## src/rtl/lmbpw_pkg.sv

```systemverilog
`timescale 1ns / 1ps
// ----------------------------------------------------------------------------
// lmbpw_pkg
// Types and constants shared by the bitplane pixel writer: payload structs,
// configuration register map, drive word layout and the sequencer states.
// ----------------------------------------------------------------------------
package lmbpw_pkg;

  localparam int CoordWidth  = 16;
  localparam int LevelWidth  = 8;
  localparam int WordWidth   = 13;
  localparam int ColCfgWidth = 8;
  localparam int CfgIdxWidth = 3;
  localparam int LaneWidth   = 3;
  localparam int RowAddrWidth = 5;

  // Configuration register indices
  localparam logic [CfgIdxWidth-1:0] CFG_ENABLED      = 3'd0;
  localparam logic [CfgIdxWidth-1:0] CFG_WRITE_BUFFER = 3'd1;
  localparam logic [CfgIdxWidth-1:0] CFG_BLANK1_FIRST = 3'd2;
  localparam logic [CfgIdxWidth-1:0] CFG_BLANK1_LAST  = 3'd3;
  localparam logic [CfgIdxWidth-1:0] CFG_LATCH_FIRST  = 3'd4;
  localparam logic [CfgIdxWidth-1:0] CFG_LATCH_LAST   = 3'd5;
  localparam logic [CfgIdxWidth-1:0] CFG_BLANK2_FIRST = 3'd6;
  localparam logic [CfgIdxWidth-1:0] CFG_BLANK2_LAST  = 3'd7;

  // Reset values of the column windows
  localparam logic [ColCfgWidth-1:0] RST_BLANK1_FIRST = 8'd0;
  localparam logic [ColCfgWidth-1:0] RST_BLANK1_LAST  = 8'd0;
  localparam logic [ColCfgWidth-1:0] RST_LATCH_FIRST  = 8'd63;
  localparam logic [ColCfgWidth-1:0] RST_LATCH_LAST   = 8'd63;
  localparam logic [ColCfgWidth-1:0] RST_BLANK2_FIRST = 8'd62;
  localparam logic [ColCfgWidth-1:0] RST_BLANK2_LAST  = 8'd62;

  localparam logic STATUS_WRITTEN  = 1'b0;
  localparam logic STATUS_REJECTED = 1'b1;

  typedef struct packed {
    logic                   enabled;
    logic                   write_buffer;
    logic [ColCfgWidth-1:0] blank1_first_col;
    logic [ColCfgWidth-1:0] blank1_last_col;
    logic [ColCfgWidth-1:0] latch_first_col;
    logic [ColCfgWidth-1:0] latch_last_col;
    logic [ColCfgWidth-1:0] blank2_first_col;
    logic [ColCfgWidth-1:0] blank2_last_col;
  } cfg_t;

  typedef struct packed {
    logic signed [CoordWidth-1:0] pixel_x;
    logic signed [CoordWidth-1:0] pixel_y;
    logic [LevelWidth-1:0]        red_level;
    logic [LevelWidth-1:0]        green_level;
    logic [LevelWidth-1:0]        blue_level;
  } pixel_t;

  typedef struct packed {
    logic                 status;
    logic [2:0]           plane;
    logic [3:0]           scan_row;
    logic [5:0]           stored_col;
    logic                 buffer_sel;
    logic [WordWidth-1:0] word;
    logic                 last;
  } result_t;

  // Drive word: {row address A..E, OE, LAT, lane 2 RGB, lane 1 RGB}
  typedef struct packed {
    logic [RowAddrWidth-1:0] row_addr;
    logic                    oe;
    logic                    lat;
    logic [LaneWidth-1:0]    lane2;
    logic [LaneWidth-1:0]    lane1;
  } drive_word_t;

  typedef enum logic [1:0] {
    ST_CLEAR,
    ST_IDLE,
    ST_RUN
  } state_t;

  localparam result_t REJECT_RESULT = '{
    status:     STATUS_REJECTED,
    plane:      '0,
    scan_row:   '0,
    stored_col: '0,
    buffer_sel: 1'b0,
    word:       '0,
    last:       1'b1
  };

endpackage

```

## src/rtl/lmbpw_cfg.sv

```systemverilog
`timescale 1ns / 1ps
// ----------------------------------------------------------------------------
// lmbpw_cfg
// Configuration register file: enable, buffer select and column windows.
// ----------------------------------------------------------------------------
module lmbpw_cfg (
  input  logic                                clk,
  input  logic                                rst,
  input  logic                                cfg_we,
  input  logic [lmbpw_pkg::CfgIdxWidth-1:0]   cfg_index,
  input  logic [lmbpw_pkg::ColCfgWidth-1:0]   cfg_data,
  output lmbpw_pkg::cfg_t                     cfg
);

  lmbpw_pkg::cfg_t regs;

  always_ff @(posedge clk) begin
    if (rst) begin
      regs.enabled          <= 1'b1;
      regs.write_buffer     <= 1'b0;
      regs.blank1_first_col <= lmbpw_pkg::RST_BLANK1_FIRST;
      regs.blank1_last_col  <= lmbpw_pkg::RST_BLANK1_LAST;
      regs.latch_first_col  <= lmbpw_pkg::RST_LATCH_FIRST;
      regs.latch_last_col   <= lmbpw_pkg::RST_LATCH_LAST;
      regs.blank2_first_col <= lmbpw_pkg::RST_BLANK2_FIRST;
      regs.blank2_last_col  <= lmbpw_pkg::RST_BLANK2_LAST;
    end else if (cfg_we) begin
      unique case (cfg_index)
        lmbpw_pkg::CFG_ENABLED:      regs.enabled          <= cfg_data[0];
        lmbpw_pkg::CFG_WRITE_BUFFER: regs.write_buffer     <= cfg_data[0];
        lmbpw_pkg::CFG_BLANK1_FIRST: regs.blank1_first_col <= cfg_data;
        lmbpw_pkg::CFG_BLANK1_LAST:  regs.blank1_last_col  <= cfg_data;
        lmbpw_pkg::CFG_LATCH_FIRST:  regs.latch_first_col  <= cfg_data;
        lmbpw_pkg::CFG_LATCH_LAST:   regs.latch_last_col   <= cfg_data;
        lmbpw_pkg::CFG_BLANK2_FIRST: regs.blank2_first_col <= cfg_data;
        lmbpw_pkg::CFG_BLANK2_LAST:  regs.blank2_last_col  <= cfg_data;
        default: ;
      endcase
    end
  end

  assign cfg = regs;

endmodule

```

## config.mk

```make
export PLATFORM = sky130hd
export DESIGN_NAME = lmbpw_cfg
export DESIGN_NICKNAME = d
export VERILOG_FILES = /design/src/rtl/lmbpw_pkg.sv /design/src/rtl/lmbpw_cfg.sv
export SDC_FILE = /design/constraint.sdc
export NUM_CORES = 1
export LEC_CHECK = 0
export ABC_AREA = 1
export ABC_CLOCK_PERIOD_IN_PS = 1000
export BUFFER_PORTS_ARGS = -buffer_cell sky130_fd_sc_hd__buf_2
export CAP_MARGIN = 20
export CORE_ASPECT_RATIO = 0.8
export CORE_MARGIN = 4
export CORE_UTILIZATION = 35
export CTS_CLUSTER_SIZE = 30
export DETAILED_ROUTE_END_ITERATION = 10
export HOLD_SLACK_MARGIN = 0.02
export PLACE_DENSITY = 0.6
export SKIP_LAST_GASP = 1
export SLEW_MARGIN = 20
export SYNTH_ARGS = -nofsm -noshare
export SYNTH_HDL_FRONTEND = slang
export SYNTH_SLANG_ARGS = --single-unit
```

## constraint.sdc

```tcl
create_clock -name clk -period 1 [get_ports clk]
set_input_delay 0.15 -clock clk [delete_from_list [all_inputs] [get_ports clk]]
set_output_delay 0.15 -clock clk [all_outputs]
set_load 0.02 [all_outputs]
```

* Yosys cells after proc, flatten, opt, wreduce, memory -nomap -nowiden
Index checks and enable logic that the tools add are counted.
** Storage, ports and cells
- Flip-flop bits (word level) :: 50
- Output and inout bits :: 50
** Cells by class
- Equal/unequal tests :: 7
- Reduce and logical (&&, ||, !) cells :: 9
** Operators with widths (number)
- AND reduction 2 bit :: 8
- == test 3 bit (second input constant) :: 4
- == test 3 x 2 -> 1 bit (second input constant) :: 2
- == test 3 x 1 -> 1 bit (second input constant) :: 1
- logical NOT 3 bit :: 1

* Logic depth before layout (Yosys ltp)
Gate-level depths: netlist (run 1).
- Word-level depth :: 2
- Gate-level depth with buffers :: 6

* Worst setup path before layout (run 1)
Ideal clock, no wire load.
- Path kind :: input -> register
- From :: input cfg_index[0] in the netlist's numbering
- To :: register regs (netlist bit cfg[18])
- Arrival :: 0.665 ns
- Slack :: 0.205 ns
- Stages on the path :: 5
- Path through :: inv_1 nor2_1 nand2_1 nand2_1 nand3_1
** Between the ends
- Cells in the longest elaborated chain, start to end :: 2
** Ends and longest elaborated chain
- start, declared :: RTL line lmbpw_cfg.sv:10 : input logic [lmbpw_pkg::CfgIdxWidth-1:0] cfg_index,
- == test 3 bit :: RTL line lmbpw_cfg.sv:28 : unique case (cfg_index)
- AND reduction 2 bit (no source line)
- end, declared :: RTL line lmbpw_cfg.sv:15 : lmbpw_pkg::cfg_t regs;
No other way between the ends.
A chain may end at the register's enable or synchronous reset.

* Worst setup path after layout (run 1)
- From :: register regs (netlist bit cfg[30])
- To :: output cfg[30] in the netlist's numbering
** RTL lines
- end, declared :: RTL line lmbpw_cfg.sv:12 : output lmbpw_pkg::cfg_t cfg
No word-level cell between the ends.

==> results of run 1 <==
==> cells in the mapped netlist, drive strengths merged <==
cell type / count / share of area (%)
a21oi: 1 / 0.26
buf: 6 / 2.1
clkbuf: 2 / 0.39
dfxtp: 50 / 51
inv: 16 / 3.1
nand2: 83 / 16
nand3: 48 / 12
nor2: 63 / 14
o21ai: 1 / 0.26
==> through the flow <==
stage               TNS, ps  util (%)  area [µm²]  power [mW]
detailed placement     -433      44.7        2430        2.67
floorplan                 0         -        1950        2.46
global route          -10.2      47.5        2580        4.06
CTS                       0      46.3        2520        3.89
global placement       -130      44.7        2430        2.67
finish                    0      47.5        2580        3.87
==> layout make-up <==
cell class,count,share of cell area [%]
clock inverter,1,0.194
clock buffer,7,3.34
inverter,16,2.33
tap,78,3.78
timing repair buffer,75,19.0
sequential,50,38.9
multi-input combinational,196,32.5
==> power groups by stage <==
| stage | registers (mW) | logic [mW] | clock network [mW] |
|---|---|---|---|
| after floorplan | 2.23 | 0.230 | 0 |
| after global placement | 2.14 | 0.526 | 0 |
| after detailed placement | 2.14 | 0.531 | 0 |
| after CTS | 2.10 | 0.533 | 1.27 |
| after global routing | 2.11 | 0.604 | 1.35 |
| final | 2.10 | 0.544 | 1.23 |
==> kinds of logic (layout without fill, tap and decap cells) <==
family | after synthesis | count (layout) | synth area share, %
AND/OR/NAND/NOR | 194 | 194 | 42.5
flip-flops | 50 | 50 | 51.4
AO/OA/AOI/OAI | 2 | 2 | 0.513
buffers and inverters | 24 | 99 | 5.59
==> path summary, 6_finish.rpt <==
check / to / startpoint / cells after the start / slack [ps]
setup / recovery: cfg[30] / cfg[30]$_SDFFE_PP0P_ / 1 / 30
hold reg to reg: cfg[16]$_SDFFE_PP1P_ / cfg[16]$_SDFFE_PP1P_ / 2 / 460
hold / removal: cfg[24]$_SDFFE_PP1P_ / cfg_data[0] / 3 / 120
setup reg to reg: cfg[49]$_SDFFE_PP1P_ / cfg[49]$_SDFFE_PP1P_ / 2 / 400
==> cell usage in the layout (no fill, tap or decap) <==
master | netlist | routed
clkbuf_1 | 2 | 1
buf_12 | 0 | 2
dfxtp_2 | 0 | 3
o21ai_0 | 1 | 1
nor2_1 | 56 | 56
nor2_2 | 4 | 4
nand2_4 | 1 | 1
buf_4 | 1 | 34
nand3_1 | 48 | 48
a21oi_1 | 1 | 1
nor2_4 | 3 | 3
buf_2 | 0 | 39
inv_1 | 13 | 13
clkbuf_8 | 0 | 6
nand2_1 | 82 | 82
clkinv_2 | 0 | 1
inv_2 | 3 | 3
dfxtp_1 | 50 | 47
==> per-layer routing <==
metal	global-route usage, %	part of all wire [%]
met1	21.1	47
met2	23.6	42
met3	5.49	9.5
met4	5.02	1.3
met5	0	0
==> impl_metrics.tcl, run 1 <==
set metrics [dict create \
    status "finished, final reports clean" \
    antenna_found_initial 0 \
    grt_pass1_vias 1709 \
    gp_congestion 0.849 \
    fp.dieH_um 74.7 \
    core-area_mm2 0.00544 \
    critPathTopFamily "flip-flops" \
    wl_um 5220 \
    drive_above_1_share_pct 27.8 \
    syn_avg_cell_area_um2 7.22 \
    num_rows 24 \
    path_clk_slew_ps 80 \
    finalClockSkew_ps 0 \
    pre_cts_ws_ps -33.1 \
    seq_area_mm2 0.00100 \
    cts_tree "built" \
    area.growth.synth_to_final_pct 32.6 \
    postSynthCellCount 270 \
    die_w_um 91.4 \
    clock_latency_ps 310 \
    hold_violations 0 \
    portBuffers 63 \
    slew_viol_final 0 \
    crit_type "reg2out" \
    grt_max_degree 31 \
    first_pass_iters 4 \
    clock_path_buffers 2 \
    fin_cells 423 \
    via_per_inst 4.42 \
    yosys_warnings 0 \
    final-setup-viol-count 0 \
    num_vias 1868 \
    worst_hold_path_type "in2reg" \
    numClockSinks 50 \
    diodes 0 \
    fmax_mhz 1030 \
    largest_reg_flops 50 \
    sw_frac_of_total_pct 27.1 \
    dp_hpwl_um 3770 \
    endpoint_kind "output port" \
    die_area_mm2 0.00683 \
    cts-root-buf "clkbuf_8" \
    ys_ff_latch 50 \
    gr-total-overflow 0 \
    postRouteAntennaNets 0 \
    numCtsBuffers 5 \
    path_cells "buf_2" \
    fin_nets 358 \
    grtUsageTotal_pct 15.6 \
    p_seq_share_pct 54.2 \
    switchingPower_mw 1.05 \
    intPower_mw 2.82 \
    clkPwrFrac_pct 31.7 \
    relSlewSlack_pct 77.6 \
    ir_drop_mv 0.612 \
    ctsResizeCount 0 \
    max-cap-violations 0 \
    syn-cell-area_mm2 0.00195 \
    fillers 569 \
    post_drt_wl_per_cell_um 12.3 \
    worstPathRequired_ps 850 \
    worst_path_max_delay_cell "dfxtp_1" \
    worstMarginPinSlew_ps 335 \
    worst_slack_ps 32.6 \
    arrival_ps 820 \
    grt_pass1_wl_um 8340 \
    dp.cells 415 \
    path_buf_inv 1 \
    io_pins 64 \
    p_leak_nw 1.28 \
    h-tree-depth 2 \
    crit_path_max_incr_delay_ps 340 \
    period_needed_ps 967 \
    drc 0 \
    ctsHoldBuffers 0 \
    start_kind "register" \
    syn_nets 284 \
    yosysSeqAreaShare_pct 51.4 \
    initial_core_util_pct 35.8 \
    finalCritPeriodShare_pct 96.7 \
    synthDistinctLibCells 15 \
    multiInputGateArea_um2 838 \
    powerDensity_mw_per_mm2 1500 \
    rsz0062_at_grt "true" \
    drt_iter0_drc 79 \
    post_cts_buffers 0 \
    fin_hold_ws_ps 116 \
    path_max_fanout 2 \
    comb_power_share_pct 14.1 \
]
No activity file was read; power rests on OpenSTA's default activity.
==> run 2: changes to the inputs <==
GPL_TIMING_DRIVEN = 0   (was default)
PLACE_DENSITY = default   (was 0.6)
==> run 2 against run 1 <==
Compared with the run above: critical path type unchanged; setup slack improved by 5.7 ps; clock power is 8% higher; utilization decreased by 0.92 points; die area unchanged; worst hold slack improved by 3.0 ps; maximum frequency up 0.59%; combinational power shrank 3.9%; total power grew 2.1%.
==> impl_metrics.tcl, run 2 (synthesis gave the netlist of run 1 again) <==
set metrics [dict create \
    status "finished, final reports clean" \
    die_area_mm2 0.00683 \
    relSlewSlack_pct 66.4 \
    hold_violations 0 \
    num_rows 24 \
    dp.cells 411 \
    grt_pass1_wl_um 8750 \
    period_needed_ps 962 \
    fillers 601 \
    path_buf_inv 1 \
    grt_max_degree 15 \
    fin_nets 354 \
    intPower_mw 2.93 \
    largest_reg_flops 50 \
    critPathTopFamily "flip-flops" \
    drive_above_1_share_pct 25.2 \
    mostFrequentLayoutCell "nand2_1" \
    post_cts_buffers 0 \
    fin_hold_ws_ps 119 \
    fin_cells 419 \
    path_max_fanout 2 \
    path_clk_slew_ps 80 \
    crit_path_max_incr_delay_ps 350 \
    area.growth.synth_to_final_pct 30.0 \
    gp_congestion 0.798 \
    worst_path_max_delay_cell "dfxtp_1" \
    fin_tns_setup_ps 0 \
    seq_area_mm2 0.00100 \
    finalCritPeriodShare_pct 96.2 \
    ctsHoldBuffers 0 \
    final-setup-viol-count 0 \
    h-tree-depth 2 \
    path_cells "buf_2" \
    wl_um 5270 \
    p_leak_nw 1.24 \
    cts-root-buf "clkbuf_8" \
    worstMarginPinSlew_ps 503 \
    arrival_ps 810 \
    switchingPower_mw 1.02 \
    finalClockSkew_ps 0 \
    dp_hpwl_um 3890 \
    numCtsBuffers 5 \
    worstPathRequired_ps 850 \
    fmax_mhz 1040 \
    io_pins 64 \
    via_per_inst 4.51 \
    design_area_mm2 0.00253 \
    clkPwrFrac_pct 33.7 \
    antenna_found_initial 0 \
    gr-total-overflow 0 \
    comb_power_share_pct 13.2 \
    start_kind "register" \
    initial_core_util_pct 35.8 \
    drc 0 \
    worst_hold_path_type "in2reg" \
    numClockSinks 50 \
    multiInputGateArea_um2 838 \
    cts_tree "built" \
    first_pass_iters 5 \
    drt_iter0_drc 69 \
    fp.dieH_um 74.7 \
    dr_wl_met2_um 2270 \
    crit_type "reg2out" \
    final_cell_mix "nand2_1, nor2_1, dfxtp_1" \
    m1WireLength_um 2580 \
    p_seq_share_pct 53.1 \
    grt_pass1_vias 1786 \
    num_vias 1889 \
    clock_latency_ps 300 \
    ir_drop_mv 0.686 \
    core-area_mm2 0.00544 \
    powerDensity_mw_per_mm2 1560 \
    power_mw 3.95 \
    clock_path_buffers 2 \
    die_w_um 91.4 \
    diodes 0 \
    max-cap-violations 0 \
    portBuffers 63 \
    top_layer "met4" \
    postRouteAntennaNets 0 \
    sw_frac_of_total_pct 25.7 \
    grtUsageTotal_pct 16.5 \
    slew_viol_final 0 \
    endpoint_kind "output port" \
    dpl_cell_area_mm2 0.00236 \
    post_drt_wl_per_cell_um 12.6 \
    route.met3.wl_um 377 \
]
run 2: power groups by stage:
stage | sequential [mW] | clock [mW] | combinational [mW]
detailed placement | 2.14 | 0 | 0.510
floorplan | 2.23 | 0 | 0.230
global placement | 2.14 | 0 | 0.505
global route | 2.10 | 1.48 | 0.585
finish | 2.10 | 1.33 | 0.523
CTS | 2.09 | 1.38 | 0.511
run 2: timing repair:
action                                  in CTS  in global routing
endpoints found under the setup margin       0                 24
gates resized for setup                      0                 26
endpoints found under the hold margin        0                  0
run 2: final timing paths:
check / startpoint / endpoint / slack, ps / cells past startpoint
worst min-delay path: cfg_data[0] / cfg[24]$_SDFFE_PP1P_ / 120 / 3
worst max register to register: cfg[49]$_SDFFE_PP1P_ / cfg[49]$_SDFFE_PP1P_ / 390 / 2
worst max-delay path: cfg[8]$_SDFFE_PP0P_ / cfg[8] / 40 / 1
worst min register to register: cfg[20]$_SDFFE_PP1P_ / cfg[20]$_SDFFE_PP1P_ / 460 / 2
run 2: layer usage:
layer	GRT usage [%]	vias to the layer above
met1	22.3	842
met5	0	-
li1	-	985
met3	5.89	6
met4	3.51	0
met2	25.7	56
run 2: layout make-up:
type	count	area share, %
Buffer	8	1.93
Clock buffer	8	4.35
Inverter	16	2.37
Multi-Input combinational cell	196	33.1
Sequential cell	50	39.6
Tap cell	78	3.85
Timing Repair Buffer	63	14.8
run 2: per-stage QoR:
stage | utilization, % | worst slack (ps)
global route | 46.6 | -9.65
detailed placement | 43.4 | -141
floorplan | - | 205
finish | 46.6 | 38.3
global placement | 43.4 | -121
CTS | 45.5 | 20.9
==> run 3: changes to the inputs <==
ABC_CLOCK_PERIOD_IN_PS = 960   (was 1000)
clock period = 0.96 ns   (was 1 ns; I/O delays follow)
==> run 3 against run 2 <==
Compared with the run above: die area is the same; clock power increased by 5%; register-to-register slack lost 60 ps; flip-flop and latch count is the same; highest routed layer unchanged; largest power group unchanged.
==> impl_metrics.tcl, run 3 (synthesis gave the netlist of run 1 again) <==
set metrics [dict create \
    status "finished, final reports clean" \
    worst_hold_path_type "in2reg" \
    cts-root-buf "clkbuf_8" \
    drt_iter0_drc 93 \
    clock_path_buffers 2 \
    clock_latency_ps 300 \
    drc 0 \
    fin_tns_setup_ps 0 \
    dpl_cell_area_mm2 0.00236 \
    hold_violations 0 \
    wl_um 5380 \
    arrival_ps 800 \
    num_rows 24 \
    top_layer "met4" \
    first_pass_iters 4 \
    p_leak_nw 1.27 \
    relSlewSlack_pct 67.8 \
    post_drt_wl_per_cell_um 12.8 \
    worst_slack_ps 14.2 \
    gp_congestion 0.798 \
    powerDensity_mw_per_mm2 1560 \
    endpoint_kind "output port" \
    final-setup-viol-count 0 \
    path_max_fanout 2 \
    slew_viol_final 0 \
    post_cts_buffers 0 \
    reg2reg_depth 2 \
    gr-total-overflow 0 \
    initial_core_util_pct 35.8 \
    mostFrequentLayoutCell "nand2_1" \
    die_w_um 91.4 \
    grt_pass1_vias 1799 \
    numClockSinks 50 \
    cp.depth 1 \
    design_area_mm2 0.00266 \
    largest_reg_flops 50 \
    via_per_inst 4.49 \
    m1WireLength_um 2650 \
    worstPathRequired_ps 820 \
    numCtsBuffers 5 \
    antenna_found_initial 0 \
    postRouteAntennaNets 0 \
    fp.dieH_um 74.7 \
    grt_pass1_wl_um 8850 \
    critPathTopFamily "flip-flops" \
    path_cells "buf_4" \
    fmax_mhz 1060 \
    final_cell_mix "nand2_1, nor2_1, nand3_1" \
    dr_wl_met2_um 2370 \
    diodes 0 \
    finalCritPeriodShare_pct 98.5 \
    portBuffers 63 \
    worst_path_max_delay_cell "dfxtp_1" \
    cts_tree "built" \
    max-cap-violations 0 \
    area.growth.synth_to_final_pct 36.7 \
    path_buf_inv 1 \
    core-area_mm2 0.00544 \
    h-tree-depth 2 \
    start_kind "register" \
    crit_type "reg2out" \
    hold-path-cell-count 3 \
    die_area_mm2 0.00683 \
    finalClockSkew_ps 0 \
    io_pins 64 \
    grt_max_degree 15 \
    crit_path_max_incr_delay_ps 360 \
    route.met3.wl_um 342 \
    ir_drop_mv 0.729 \
    drive_above_1_share_pct 37.2 \
    dp_hpwl_um 3890 \
    rsz0062_at_grt "true" \
    worstMarginPinSlew_ps 483 \
    utilization_pct 49.0 \
    path_clk_slew_ps 80 \
    grtUsageTotal_pct 16.7 \
    pre_cts_ws_ps -175 \
    num_vias 1881 \
    power_mw 4.17 \
    fin_nets 354 \
    period_needed_ps 946 \
]
## run 3: cell count changes in the layout (fill, tap and decap cells not counted)
cell     delta
dfxtp_1    -41
dfxtp_2    +41
buf_2      -26
buf_4      +22
buf_6       +4
## run 3: area by class of cell
type / count / area (µm²)
plain buffers: 8 / 48.8
clock buffers: 8 / 110
fillers: 583 / 2770
inverters: 16 / 60.1
multi-input cells: 196 / 838
flip-flops and latches: 50 / 1050
well taps: 78 / 97.6
repair buffers: 63 / 455
## run 3: path summary, 6_finish.rpt
check	startpoint	to	slack [ps]
setup / recovery	cfg[8]$_SDFFE_PP0P_	cfg[8]	10
hold / removal	cfg_data[0]	cfg[24]$_SDFFE_PP1P_	110
setup reg to reg	cfg[10]$_SDFFE_PP1P_	cfg[10]$_SDFFE_PP1P_	330
hold reg to reg	cfg[12]$_SDFFE_PP1P_	cfg[12]$_SDFFE_PP1P_	460
## run 3: layer usage
metal  up-vias  GRT usage [%]
met5         -              0
met4         0           3.51
met3         4           5.69
met2        58           26.2
met1       836           22.5
li1        983              -
## run 3: through the flow
step | instances | hold slack, ps
after floorplan | 270 | 257
after global placement | 411 | 429
after detailed placement | 411 | 426
after CTS | 419 | 111
after global routing | 419 | 124
final | 419 | 113
## run 3: worst reg2reg max path: cells and delay by family, from the launching register on
kind             cells  cell delay [ps]
AND/OR/NAND/NOR      2              160
flip-flops           1              340
## run 3: report_power, final
group          internal (mW)  switching, mW
combinational          0.205          0.366
sequential              2.16         0.0397
clock                  0.728          0.669
## run 3: what timing repair did
action | in CTS | in global routing
setup endpoints to repair | 14 | 50
cloned | 0 | 0
pin swaps | 0 | 0
hold buffers | 0 | 0
resized for setup | 14 | 82
