$ cat config.mk
export PLATFORM = sky130hd
export DESIGN_NAME = lmbpw_engine_flat
export DESIGN_NICKNAME = d
export VERILOG_FILES = /design/src/rtl/lmbpw_pkg.sv /design/src/rtl/lmbpw_pixel_if.sv /design/src/rtl/lmbpw_result_if.sv /design/src/rtl/lmbpw_engine.sv /design/src/flat_wrapper.sv
export SDC_FILE = /design/constraint.sdc
export NUM_CORES = 1
export LEC_CHECK = 0
export BUFFER_PORTS_ARGS = -buffer_cell sky130_fd_sc_hd__buf_2
export CORE_UTILIZATION = 51
export DETAILED_ROUTE_END_ITERATION = 7
export GPL_ROUTABILITY_DRIVEN = 0
export GPL_TIMING_DRIVEN = 0
export PLACE_DENSITY = 0.85
export SLEW_MARGIN = 10
export SYNTH_ARGS = -nofsm -noshare
export SYNTH_HDL_FRONTEND = slang
export SYNTH_SLANG_ARGS = --single-unit
$ cat constraint.sdc
create_clock -name clk -period 3.79 [get_ports clk]
set_input_delay 0 -clock clk [delete_from_list [all_inputs] [get_ports clk]]
set_output_delay 0 -clock clk [all_outputs]
set_load 0.005 [all_outputs]
$ cat src/rtl/lmbpw_pkg.sv
`timescale 1ns / 1ps
// ----------------------------------------------------------------------------
// lmbpw_pkg
// Types and constants shared by the bitplane pixel writer: payload structs,
// configuration register map, drive word layout and the sequencer states.
// ----------------------------------------------------------------------------
package lmbpw_pkg;

  localparam int CoordWidth  = 16;
  localparam int LevelWidth  = 8;
  localparam int WordWidth   = 13;
  localparam int ColCfgWidth = 8;
  localparam int CfgIdxWidth = 3;
  localparam int LaneWidth   = 3;
  localparam int RowAddrWidth = 5;

  // Configuration register indices
  localparam logic [CfgIdxWidth-1:0] CFG_ENABLED      = 3'd0;
  localparam logic [CfgIdxWidth-1:0] CFG_WRITE_BUFFER = 3'd1;
  localparam logic [CfgIdxWidth-1:0] CFG_BLANK1_FIRST = 3'd2;
  localparam logic [CfgIdxWidth-1:0] CFG_BLANK1_LAST  = 3'd3;
  localparam logic [CfgIdxWidth-1:0] CFG_LATCH_FIRST  = 3'd4;
  localparam logic [CfgIdxWidth-1:0] CFG_LATCH_LAST   = 3'd5;
  localparam logic [CfgIdxWidth-1:0] CFG_BLANK2_FIRST = 3'd6;
  localparam logic [CfgIdxWidth-1:0] CFG_BLANK2_LAST  = 3'd7;

  // Reset values of the column windows
  localparam logic [ColCfgWidth-1:0] RST_BLANK1_FIRST = 8'd0;
  localparam logic [ColCfgWidth-1:0] RST_BLANK1_LAST  = 8'd0;
  localparam logic [ColCfgWidth-1:0] RST_LATCH_FIRST  = 8'd63;
  localparam logic [ColCfgWidth-1:0] RST_LATCH_LAST   = 8'd63;
  localparam logic [ColCfgWidth-1:0] RST_BLANK2_FIRST = 8'd62;
  localparam logic [ColCfgWidth-1:0] RST_BLANK2_LAST  = 8'd62;

  localparam logic STATUS_WRITTEN  = 1'b0;
  localparam logic STATUS_REJECTED = 1'b1;

  typedef struct packed {
    logic                   enabled;
    logic                   write_buffer;
    logic [ColCfgWidth-1:0] blank1_first_col;
    logic [ColCfgWidth-1:0] blank1_last_col;
    logic [ColCfgWidth-1:0] latch_first_col;
    logic [ColCfgWidth-1:0] latch_last_col;
    logic [ColCfgWidth-1:0] blank2_first_col;
    logic [ColCfgWidth-1:0] blank2_last_col;
  } cfg_t;

  typedef struct packed {
    logic signed [CoordWidth-1:0] pixel_x;
    logic signed [CoordWidth-1:0] pixel_y;
    logic [LevelWidth-1:0]        red_level;
    logic [LevelWidth-1:0]        green_level;
    logic [LevelWidth-1:0]        blue_level;
  } pixel_t;

  typedef struct packed {
    logic                 status;
    logic [2:0]           plane;
    logic [3:0]           scan_row;
    logic [5:0]           stored_col;
    logic                 buffer_sel;
    logic [WordWidth-1:0] word;
    logic                 last;
  } result_t;

  // Drive word: {row address A..E, OE, LAT, lane 2 RGB, lane 1 RGB}
  typedef struct packed {
    logic [RowAddrWidth-1:0] row_addr;
    logic                    oe;
    logic                    lat;
    logic [LaneWidth-1:0]    lane2;
    logic [LaneWidth-1:0]    lane1;
  } drive_word_t;

  typedef enum logic [1:0] {
    ST_CLEAR,
    ST_IDLE,
    ST_RUN
  } state_t;

  localparam result_t REJECT_RESULT = '{
    status:     STATUS_REJECTED,
    plane:      '0,
    scan_row:   '0,
    stored_col: '0,
    buffer_sel: 1'b0,
    word:       '0,
    last:       1'b1
  };

endpackage

$ cat src/rtl/lmbpw_pixel_if.sv
`timescale 1ns / 1ps
// ----------------------------------------------------------------------------
// lmbpw_pixel_if
// Valid/ready channel carrying one pixel write.
// ----------------------------------------------------------------------------
interface lmbpw_pixel_if;
  logic              valid;
  logic              ready;
  lmbpw_pkg::pixel_t data;

  modport source (output valid, output data, input ready);
  modport sink   (input valid, input data, output ready);
endinterface

$ cat src/rtl/lmbpw_result_if.sv
`timescale 1ns / 1ps
// ----------------------------------------------------------------------------
// lmbpw_result_if
// Valid/ready channel carrying one written drive word or a reject status.
// ----------------------------------------------------------------------------
interface lmbpw_result_if;
  logic               valid;
  logic               ready;
  lmbpw_pkg::result_t data;

  modport source (output valid, output data, input ready);
  modport sink   (input valid, input data, output ready);
endinterface

$ cat src/rtl/lmbpw_engine.sv
`timescale 1ns / 1ps
// ----------------------------------------------------------------------------
// lmbpw_engine
// Pixel write sequencer: zeroes the frame store after reset, checks the write,
// then runs one read-modify-write of the frame store per bitplane and hands
// each word to the result register; a rejected write gets a reject result.
module lmbpw_engine #(
  parameter int PANEL_WIDTH  = 64,
  parameter int PANEL_HEIGHT = 32,
  parameter int HALF_ROWS    = 16,
  parameter int PLANES       = 8,
  localparam int STORE_DEPTH = 2 * HALF_ROWS * PLANES * PANEL_WIDTH,
  localparam int AW          = $clog2(STORE_DEPTH)
) (
  input  logic                                clk,
  input  logic                                rst,
  input  lmbpw_pkg::cfg_t                     cfg,
  lmbpw_pixel_if.sink                         pix,
  lmbpw_result_if.source                      res,
  output logic                                ram_we,
  output logic [AW-1:0]                       ram_waddr,
  output logic [lmbpw_pkg::WordWidth-1:0]     ram_wdata,
  output logic                                ram_re,
  output logic [AW-1:0]                       ram_raddr,
  input  logic [lmbpw_pkg::WordWidth-1:0]     ram_rdata
);

  localparam int XW         = $clog2(PANEL_WIDTH);
  localparam int RW         = (HALF_ROWS > 1) ? $clog2(HALF_ROWS) : 1;
  localparam int RSW        = $clog2(2 * HALF_ROWS);
  localparam int PW         = (PLANES > 1) ? $clog2(PLANES) : 1;
  localparam int ROW_STRIDE = PLANES * PANEL_WIDTH;
  localparam int CW         = lmbpw_pkg::CoordWidth;

  lmbpw_pkg::state_t state, state_next;

  // Control
  logic          rd_pending;
  logic [AW-1:0] clr_addr;
  logic          res_valid;
  logic          res_load;
  lmbpw_pkg::result_t res_data, res_next;

  // Item context
  logic              ctx_buf;
  logic              ctx_lower;
  logic [RW-1:0]     ctx_row;
  logic [XW-1:0]     ctx_col;
  logic [PLANES-1:0] ctx_red, ctx_green, ctx_blue;
  logic              ctx_oe, ctx_lat;
  logic [AW-1:0]     addr;
  logic [PW-1:0]     pc;

  // Accept-side decode
  logic [CW-1:0]  x_u, y_u, y_adj, col16;
  logic           lower, in_range, accept_ok;
  logic [RSW-1:0] rowsel;
  logic [AW-1:0]  base;
  logic [lmbpw_pkg::ColCfgWidth-1:0] x8;
  logic           oe_hit, lat_hit;

  // Plane word
  logic                                   out_free, last_plane;
  logic [lmbpw_pkg::LaneWidth-1:0]        lane_new;
  logic [lmbpw_pkg::RowAddrWidth-1:0]     row5, addr5;
  lmbpw_pkg::drive_word_t                 old_word, word;

  logic pix_ready, start, step;

  always_comb begin
    x_u      = $unsigned(pix.data.pixel_x);
    y_u      = $unsigned(pix.data.pixel_y);
    in_range = cfg.enabled && !x_u[CW-1] && !y_u[CW-1]
               && (x_u < CW'(PANEL_WIDTH)) && (y_u < CW'(PANEL_HEIGHT));
    lower    = y_u >= CW'(HALF_ROWS);
    y_adj    = lower ? y_u - CW'(HALF_ROWS) : y_u;
    col16    = x_u ^ CW'(1);
    accept_ok = in_range && (y_adj < CW'(HALF_ROWS)) && (col16 < CW'(PANEL_WIDTH));
    rowsel   = RSW'(y_adj) + (cfg.write_buffer ? RSW'(HALF_ROWS) : RSW'(0));
    base     = AW'(rowsel) * AW'(ROW_STRIDE) + AW'(col16[XW-1:0]);
    x8       = x_u[lmbpw_pkg::ColCfgWidth-1:0];
    oe_hit   = (x8 >= cfg.blank1_first_col && x8 <= cfg.blank1_last_col)
               || (x8 >= cfg.blank2_first_col && x8 <= cfg.blank2_last_col);
    lat_hit  = x8 >= cfg.latch_first_col && x8 <= cfg.latch_last_col;
  end

  always_comb begin
    out_free   = !res_valid || res.ready;
    last_plane = pc == PW'(PLANES - 1);
    old_word   = ram_rdata;
    lane_new   = {ctx_blue[pc], ctx_green[pc], ctx_red[pc]};
    row5       = lmbpw_pkg::RowAddrWidth'(ctx_row);
    // Plane 0 carries the previous row's address
    addr5      = (pc == PW'(0)) ? row5 - 5'd1 : row5;
    word.row_addr = addr5;
    word.oe       = ctx_oe;
    word.lat      = ctx_lat;
    word.lane2    = ctx_lower ? lane_new : old_word.lane2;
    word.lane1    = ctx_lower ? old_word.lane1 : lane_new;
  end

  always_comb begin
    state_next = state;
    pix_ready  = 1'b0;
    ram_we     = 1'b0;
    ram_waddr  = addr;
    ram_wdata  = word;
    ram_re     = 1'b0;
    ram_raddr  = addr;
    res_load   = 1'b0;
    start      = 1'b0;
    step       = 1'b0;
    res_next.status     = lmbpw_pkg::STATUS_WRITTEN;
    res_next.plane      = 3'(pc);
    res_next.scan_row   = 4'(ctx_row);
    res_next.stored_col = 6'(ctx_col);
    res_next.buffer_sel = ctx_buf;
    res_next.word       = word;
    res_next.last       = last_plane;
    unique case (state)
      lmbpw_pkg::ST_CLEAR: begin
        ram_we    = 1'b1;
        ram_waddr = clr_addr;
        ram_wdata = '0;
        if (clr_addr == AW'(STORE_DEPTH - 1)) begin
          state_next = lmbpw_pkg::ST_IDLE;
        end
      end
      lmbpw_pkg::ST_IDLE: begin
        pix_ready = out_free;
        if (pix.valid && out_free) begin
          if (accept_ok) begin
            start      = 1'b1;
            state_next = lmbpw_pkg::ST_RUN;
          end else begin
            res_load = 1'b1;
            res_next = lmbpw_pkg::REJECT_RESULT;
          end
        end
      end
      lmbpw_pkg::ST_RUN: begin
        if (!rd_pending) begin
          ram_re = 1'b1;
        end else if (out_free) begin
          ram_we   = 1'b1;
          res_load = 1'b1;
          step     = 1'b1;
          if (last_plane) begin
            state_next = lmbpw_pkg::ST_IDLE;
          end else begin
            // Fetch the next plane while this one is written back
            ram_re    = 1'b1;
            ram_raddr = addr + AW'(PANEL_WIDTH);
          end
        end
      end
      default: state_next = lmbpw_pkg::ST_IDLE;
    endcase
  end

  always_ff @(posedge clk) begin
    if (rst) begin
      state      <= lmbpw_pkg::ST_CLEAR;
      clr_addr   <= '0;
      rd_pending <= 1'b0;
      res_valid  <= 1'b0;
    end else begin
      state <= state_next;
      if (state == lmbpw_pkg::ST_CLEAR) begin
        clr_addr <= clr_addr + AW'(1);
      end
      if (ram_re) begin
        rd_pending <= 1'b1;
      end else if (step) begin
        rd_pending <= 1'b0;
      end
      if (res_load) begin
        res_valid <= 1'b1;
      end else if (res.ready) begin
        res_valid <= 1'b0;
      end
    end
  end

  always_ff @(posedge clk) begin
    if (start) begin
      ctx_buf   <= cfg.write_buffer;
      ctx_lower <= lower;
      ctx_row   <= RW'(y_adj);
      ctx_col   <= col16[XW-1:0];
      ctx_red   <= pix.data.red_level[PLANES-1:0];
      ctx_green <= pix.data.green_level[PLANES-1:0];
      ctx_blue  <= pix.data.blue_level[PLANES-1:0];
      ctx_oe    <= oe_hit;
      ctx_lat   <= lat_hit;
      addr      <= base;
      pc        <= '0;
    end else if (step) begin
      pc   <= pc + PW'(1);
      addr <= addr + AW'(PANEL_WIDTH);
    end
    if (res_load) begin
      res_data <= res_next;
    end
  end

  assign pix.ready = pix_ready;
  assign res.valid = res_valid;
  assign res.data  = res_data;

  a_no_accept_in_clear: assert property (@(posedge clk) disable iff (rst)
    (state == lmbpw_pkg::ST_CLEAR) |-> !pix_ready)
    else $error("pixel accepted during store clear");

  a_write_needs_read: assert property (@(posedge clk) disable iff (rst)
    (state == lmbpw_pkg::ST_RUN && ram_we) |-> rd_pending)
    else $error("plane written back without its read data");

  a_no_result_overwrite: assert property (@(posedge clk) disable iff (rst)
    res_load |-> out_free)
    else $error("result register overwritten while held");

  a_plane_in_range: assert property (@(posedge clk) disable iff (rst)
    (state == lmbpw_pkg::ST_RUN) |-> (pc <= PW'(PLANES - 1)))
    else $error("plane counter beyond last plane");

  a_run_ends_on_last: assert property (@(posedge clk) disable iff (rst)
    (state == lmbpw_pkg::ST_RUN && state_next == lmbpw_pkg::ST_IDLE)
      |-> (res_load && res_next.last))
    else $error("write sequence ended without last result");

endmodule

$ cat src/flat_wrapper.sv
// flat-port wrapper written by rule: the top's interface ports become plain ports
module lmbpw_engine_flat 
#(
  parameter int PANEL_WIDTH  = 64,
  parameter int PANEL_HEIGHT = 32,
  parameter int HALF_ROWS    = 16,
  parameter int PLANES       = 8,
  localparam int STORE_DEPTH = 2 * HALF_ROWS * PLANES * PANEL_WIDTH,
  localparam int AW          = $clog2(STORE_DEPTH)
)
  (clk, rst, cfg, ram_we, ram_waddr, ram_wdata, ram_re, ram_raddr, ram_rdata, pix_valid, pix_data, pix_ready, res_valid, res_data, res_ready);
  lmbpw_pixel_if pix_i ();
  lmbpw_result_if res_i ();
  input  logic clk;
  input  logic rst;
  input  lmbpw_pkg::cfg_t cfg;
  output logic ram_we;
  output logic [AW-1:0] ram_waddr;
  output logic [lmbpw_pkg::WordWidth-1:0] ram_wdata;
  output logic ram_re;
  output logic [AW-1:0] ram_raddr;
  input  logic [lmbpw_pkg::WordWidth-1:0] ram_rdata;
  input wire logic [$bits(pix_i.valid)-1:0] pix_valid;
  input wire logic [$bits(pix_i.data)-1:0] pix_data;
  output wire logic [$bits(pix_i.ready)-1:0] pix_ready;
  output wire logic [$bits(res_i.valid)-1:0] res_valid;
  output wire logic [$bits(res_i.data)-1:0] res_data;
  input wire logic [$bits(res_i.ready)-1:0] res_ready;
  assign pix_i.valid = pix_valid;
  assign pix_i.data = pix_data;
  assign pix_ready = pix_i.ready;
  assign res_valid = res_i.valid;
  assign res_data = res_i.data;
  assign res_i.ready = res_ready;
  lmbpw_engine #(.PANEL_WIDTH(PANEL_WIDTH), .PANEL_HEIGHT(PANEL_HEIGHT), .HALF_ROWS(HALF_ROWS), .PLANES(PLANES)) u_core (.clk(clk), .rst(rst), .cfg(cfg), .pix(pix_i), .res(res_i), .ram_we(ram_we), .ram_waddr(ram_waddr), .ram_wdata(ram_wdata), .ram_re(ram_re), .ram_raddr(ram_raddr), .ram_rdata(ram_rdata));
endmodule
Word level (Yosys, flattened, before mapping)
Index checks and enable logic that the tools add are counted.

operators by class
  add/sub/neg operators = 7
  magnitude comparators = 12
  eq/ne operators = 10
  mux-type cells = 48
  bitwise gates (word level) = 1
  reductions and logical operators = 22

operator list
  cell                   count
  $mux 14                7
  $mux 28                2
  $lt 16x7->1 const B    2
  $mux 29                1
  $ge 8x8->1             3
  $le 8x8->1             3
  $mux 1                 20
  $ge 16x5->1 const B    1
  $lt 16x5->1 const B    1
  $lt 16x6->1 const B    1
  $mux 16                1
  $sub 16x5->16 const B  1
  $add 14x1->14 const B  1
  $add 14x6->14          1
  $add 14x7->14 const B  1
  $eq 14x14->1 const B   1
  $mux 13                1
  $mux 2                 6
  $ne 2x1->1 const B     6
  $logic_and 1x1->1      10
  $mux 5                 2
  $bmux 1 s3             3
  $mux 3                 2
  $pmux 2 s3             1
  other kinds (16)       22

storage, ports and cells
  flip-flop bits (word level) = 102
  word-level logic and storage cells = 122

Logic depth before layout (Yosys ltp)
  depth in word-level cells = 11
  depth in mapped cells = 8

Worst setup path before layout
Ideal clock, no wire load.

  path kind = input to register
  start point = input pix_data[29]
  end point = register u_core.res.data[0] (netlist name)
  arrival time = 2,783 ps
  required time = 3,364 ps
  path slack = 581 ps
  stages = 7
  buffers on the path = 0
  cell sequence = inv_1 > ha_1 > or3b_2 > o311a_2 > nand3_1 > a21oi_1 > o22ai_1

on the way
  cells in the longest elaborated chain, start to end = 8
  elaborated cells on any way between the ends = 11
  classes of those cells = 1 x add/sub; 3 x order compare; 4 x mux; 3 x reduce/logical

RTL lines
  item                                          line                                    source
  start: declaration                            flat_wrapper.sv:24                      input wire logic [$bits(pix_i.data)-1:0] pix_data;
  $sub 16x5->16 or $ge 16x5->1 (tied branches)  lmbpw_engine.sv:76, lmbpw_engine.sv:75
  $mux 16                                       lmbpw_engine.sv:76                      y_adj = lower ? y_u - CW'(HALF_ROWS) : y_u;
  $lt 16x5->1                                   lmbpw_engine.sv:78                      accept_ok = in_range && (y_adj < CW'(HALF_ROWS)) && (col16 < CW'(PANEL_WIDTH));
  $logic_and 1x1->1 (*) (2 in series)           lmbpw_engine.sv:78
  $mux 1 (*)                                    lmbpw_engine.sv:132                     if (accept_ok) begin
  $mux 1 (*)                                    lmbpw_engine.sv:131                     if (pix.valid && out_free) begin
  $pmux 1 s2 (*)                                lmbpw_engine.sv:120                     unique case (state)
  via u_core.res_load                           lmbpw_engine.sv:41                      logic res_load;

Mark *: on every way through the listed nets, which the timed path passes. The rest lies on a longest branch.
A chain may end at the register's enable or synchronous reset.

Final worst setup path
  start point = input pix_data[24]
  end point = register u_core.res.data[11] (netlist name)

on the way
  cells in the longest elaborated chain, start to end = 8
  elaborated cells on any way between the ends = 11
  classes of those cells = 1 x add/sub; 3 x order compare; 4 x mux; 3 x reduce/logical

RTL lines
  item                                          line
  $sub 16x5->16 or $ge 16x5->1 (tied branches)  lmbpw_engine.sv:76, lmbpw_engine.sv:75
  $mux 16                                       lmbpw_engine.sv:76
  $lt 16x5->1                                   lmbpw_engine.sv:78
  $logic_and 1x1->1 (*) (2 in series)           lmbpw_engine.sv:78
  $mux 1 (*)                                    lmbpw_engine.sv:132
  $mux 1 (*)                                    lmbpw_engine.sv:131
  $pmux 1 s2 (*)                                lmbpw_engine.sv:120
  via u_core.res_load                           lmbpw_engine.sv:41

Marks and branches as above.

==> impl_metrics.ini <==
[run_status]
status = complete, no violations

[detailed_routing]
drc = 0
via_count = 5080
drtIter0Drc = 294
wl_um = 15600
via_per_inst = 5.48
firstDrtPassIters = 5
wl_per_cell_um = 16.8
final_antenna_net_count = 0

[clock_tree]
cts_root_buf = clkbuf_16
clk_path_buf_depth = 2
clkTransAtPathRegs_ps = 70
postCtsSetupBuffers = 0
cts-hold-fix-buffers = 30
post_cts_resized = 0
insertion_delay_ps = 350
cts_made_buffers = 9
cts_tree = yes
cts.sinks = 102
cts_max_level = 3

[yosys]
synth_cell_types = 53
syn_inst = 548
synth-seq-cells = 102
netlist_area_um2 = 5990
synth-edff-count = 81
yosysMostFrequentCell = edfxtp_1
ys.flop_type = edfxtp_1
synth_top_area_share_pct = 40.6
yosysSeqAreaShare_pct = 47.6
async_reset_ff_share_pct = 0
postSynthAreaPerCell_um2 = 10.9
ys_top_cells_by_area = edfxtp_1, ha_1, dfxtp_1
yosys.area.top_type = edfxtp_1
syn-num-nets = 730
ys_top_cells_by_count = edfxtp_1, ha_1, inv_1, nor2_1, a21oi_1
ys_warn_count = 0

[global_route]
use_met2_pct = 48.0
grt_pass1_vias = 4988
antenna_found_initial = 1
grt.overflow.total = 0
grt_usage_pct = 26.6
met3_usage_pct = 5.88
grt_first_pass_wirelength_um = 24000
top_usage_layer = met2
grt_max_degree = 48
grtUsageMet1_pct = 29.1

[finish]
drive_above_1_share_pct = 32.2
fin_cells = 927
n_fill_cell = 834
final_nets = 960
register_area_um2 = 2850
multi_input_area_um2 = 2800
layout.core_utilization_pct = 67.7
syn_to_final_growth_pct = 29.1

[sta]
skew_ps = 9.63
tns_ps = 0
max_freq_mhz = 381
slew_viol_final = 0
rsz0062_at_grt = false
min_period_ps = 2620
slew_headroom_pct = 25.7
final.period_utilization_pct = 69.2
worst_pin_slew_ps = 1100
finalSetupViolCount = 0
timing.final.ws_setup_ps = 1170
hold_viol = 0

[setup_path]
reg2reg_depth = 6
endpoint_kind = flop
startpoint = pix_data[24]
setup.reg_to_reg.worst_slack_ps = 1460
crit_fanout = 18
rr_endpoint = u_core.addr[13]$_DFFE_PP_
startpoint_type = input pin
timing.rr.start = u_core.state[1]$_SDFFE_PP0P_
critPathKind = in2reg
required_ps = 3840
arrival_ps = 2680

[placed_design]
dp_slack_ps = 908
port_buffers = 188
dp_cells = 880
place.detailed.hpwl_um = 12000

[min_path]
holdPathStages = 1
hp-class = in2reg
holdCritStartpoint = pix_data[45]
hold_end = u_core.ctx_col[5]$_DFFE_PP_

[power_and_ir_drop]
power_density_nw_per_um2 = 324
power_leakage_nw = 3.41
vdd_drop_max_uv = 246

[die]
die_w_um = 110
initial_core_util_pct = 52.4
die_h_um = 110
die_area_um2 = 12200
floorplan.rows = 39
core_um2 = 11400
io_pins = 197

[run]
maxCapViolations = 0
area by class of cell:
class,count,share of cell area (%)
diodes,1,0.0324
repair buffers,219,16.3
clock buffers,11,3.01
clock inverters,5,0.745
multi-input cells,365,36.2
inverters,56,2.72
flip-flops and latches,102,36.9
plain buffers,25,1.78
well taps,143,2.32
state kept, by name, summed over array words and instances (netlist names), 2 cells and up:
name,count
u_core.ctx_col,6
u_core.res.data,29
u_core.state,2
u_core.addr,14
u_core.ctx_green,8
u_core.clr_addr,14
u_core.pc,3
u_core.ctx_row,4
u_core.ctx_red,8
u_core.ctx_blue,8
power breakdown:
group	leakage [nW]	switching (mW)	internal [mW]
clock	0.144	0.402	0.515
combinational	2.38	0.184	0.182
sequential	0.887	0.0104	1.21
metrics by stage:
| stage | power [mW] | hold WS, ps | cell area, µm² |
|---|---|---|---|
| 5_1_grt | 2.60 | 8.64 | 7730 |
| 6_report | 2.51 | 6.99 | 7730 |
| 3_3_place_gp | 1.56 | 177 | 7110 |
| 3_5_place_dp | 1.58 | 178 | 7140 |
| 4_1_cts | 2.51 | 5.53 | 7730 |
| 2_1_floorplan | 1.43 | 98.9 | 5990 |
critical path, stage by stage:
cell	delay, ps
dlygate4sd3_1	540
buf_2	150
or3b_2	480
o311a_2	350
nand3_1	210
a21oi_1	210
o22ai_4	490
buf_8	250
kinds of logic (layout without fill, tap and decap cells):
family / Yosys count / in the layout / share of synthesized area, %
XOR/XNOR: 32 / 32 / 4.68
AND/OR/NAND/NOR: 151 / 151 / 12.9
adder cells (fa/ha/maj): 59 / 59 / 12.3
other: 0 / 1 / 0
flip-flops: 102 / 102 / 47.6
multiplexers: 32 / 32 / 7.00
buffers and inverters: 81 / 316 / 5.81
AO/OA/AOI/OAI: 91 / 91 / 9.66
how the worst max path moves through the flow:
stage	endpoint	slack (ps)	cells past startpoint
4_1_cts	u_core.res.data[11]$_DFFE_PP_	1180	8
3_3_place_gp	u_core.res.data[7]$_DFFE_PP_	-170	8
2_1_floorplan	u_core.res.data[0]$_DFFE_PP_	580	7
3_5_place_dp	u_core.addr[8]$_SDFFCE_PP0P_	910	6
6_report	u_core.res.data[11]$_DFFE_PP_	1170	8
5_1_grt	ram_wdata[9]	1020	7
per-layer routing:
| metal | share of wire, % | vias to the layer above | wire [µm] |
|---|---|---|---|
| met4 | 4.1 | 2 | 631 |
| met3 | 6.7 | 44 | 1040 |
| li1 | - | 2424 | - |
| met1 | 38 | 2387 | 5940 |
| met2 | 51 | 223 | 7960 |
| met5 | 0.064 | - | 10 |
cells in the final DEF, fill, tap and decap left out, types with 6 or more instances in the layout:
cell type	instances
a21boi_0	12
nand2_1	26
nor2b_1	8
inv_1	56
a21o_1	6
edfxtp_1	81
mux2_2	19
buf_2	190
and2_1	6
clkbuf_16	9
nor2_1	48
clkbuf_1	14
dlygate4sd3_1	30
xor2_1	14
nand4_1	17
a21oi_1	36
xnor2_1	18
mux4_2	6
buf_4	7
mux2i_1	7
ha_1	59
nand3_1	13
o21ai_0	15
nand2b_1	7
dfxtp_1	21
(Power assumes the default switching activity.)
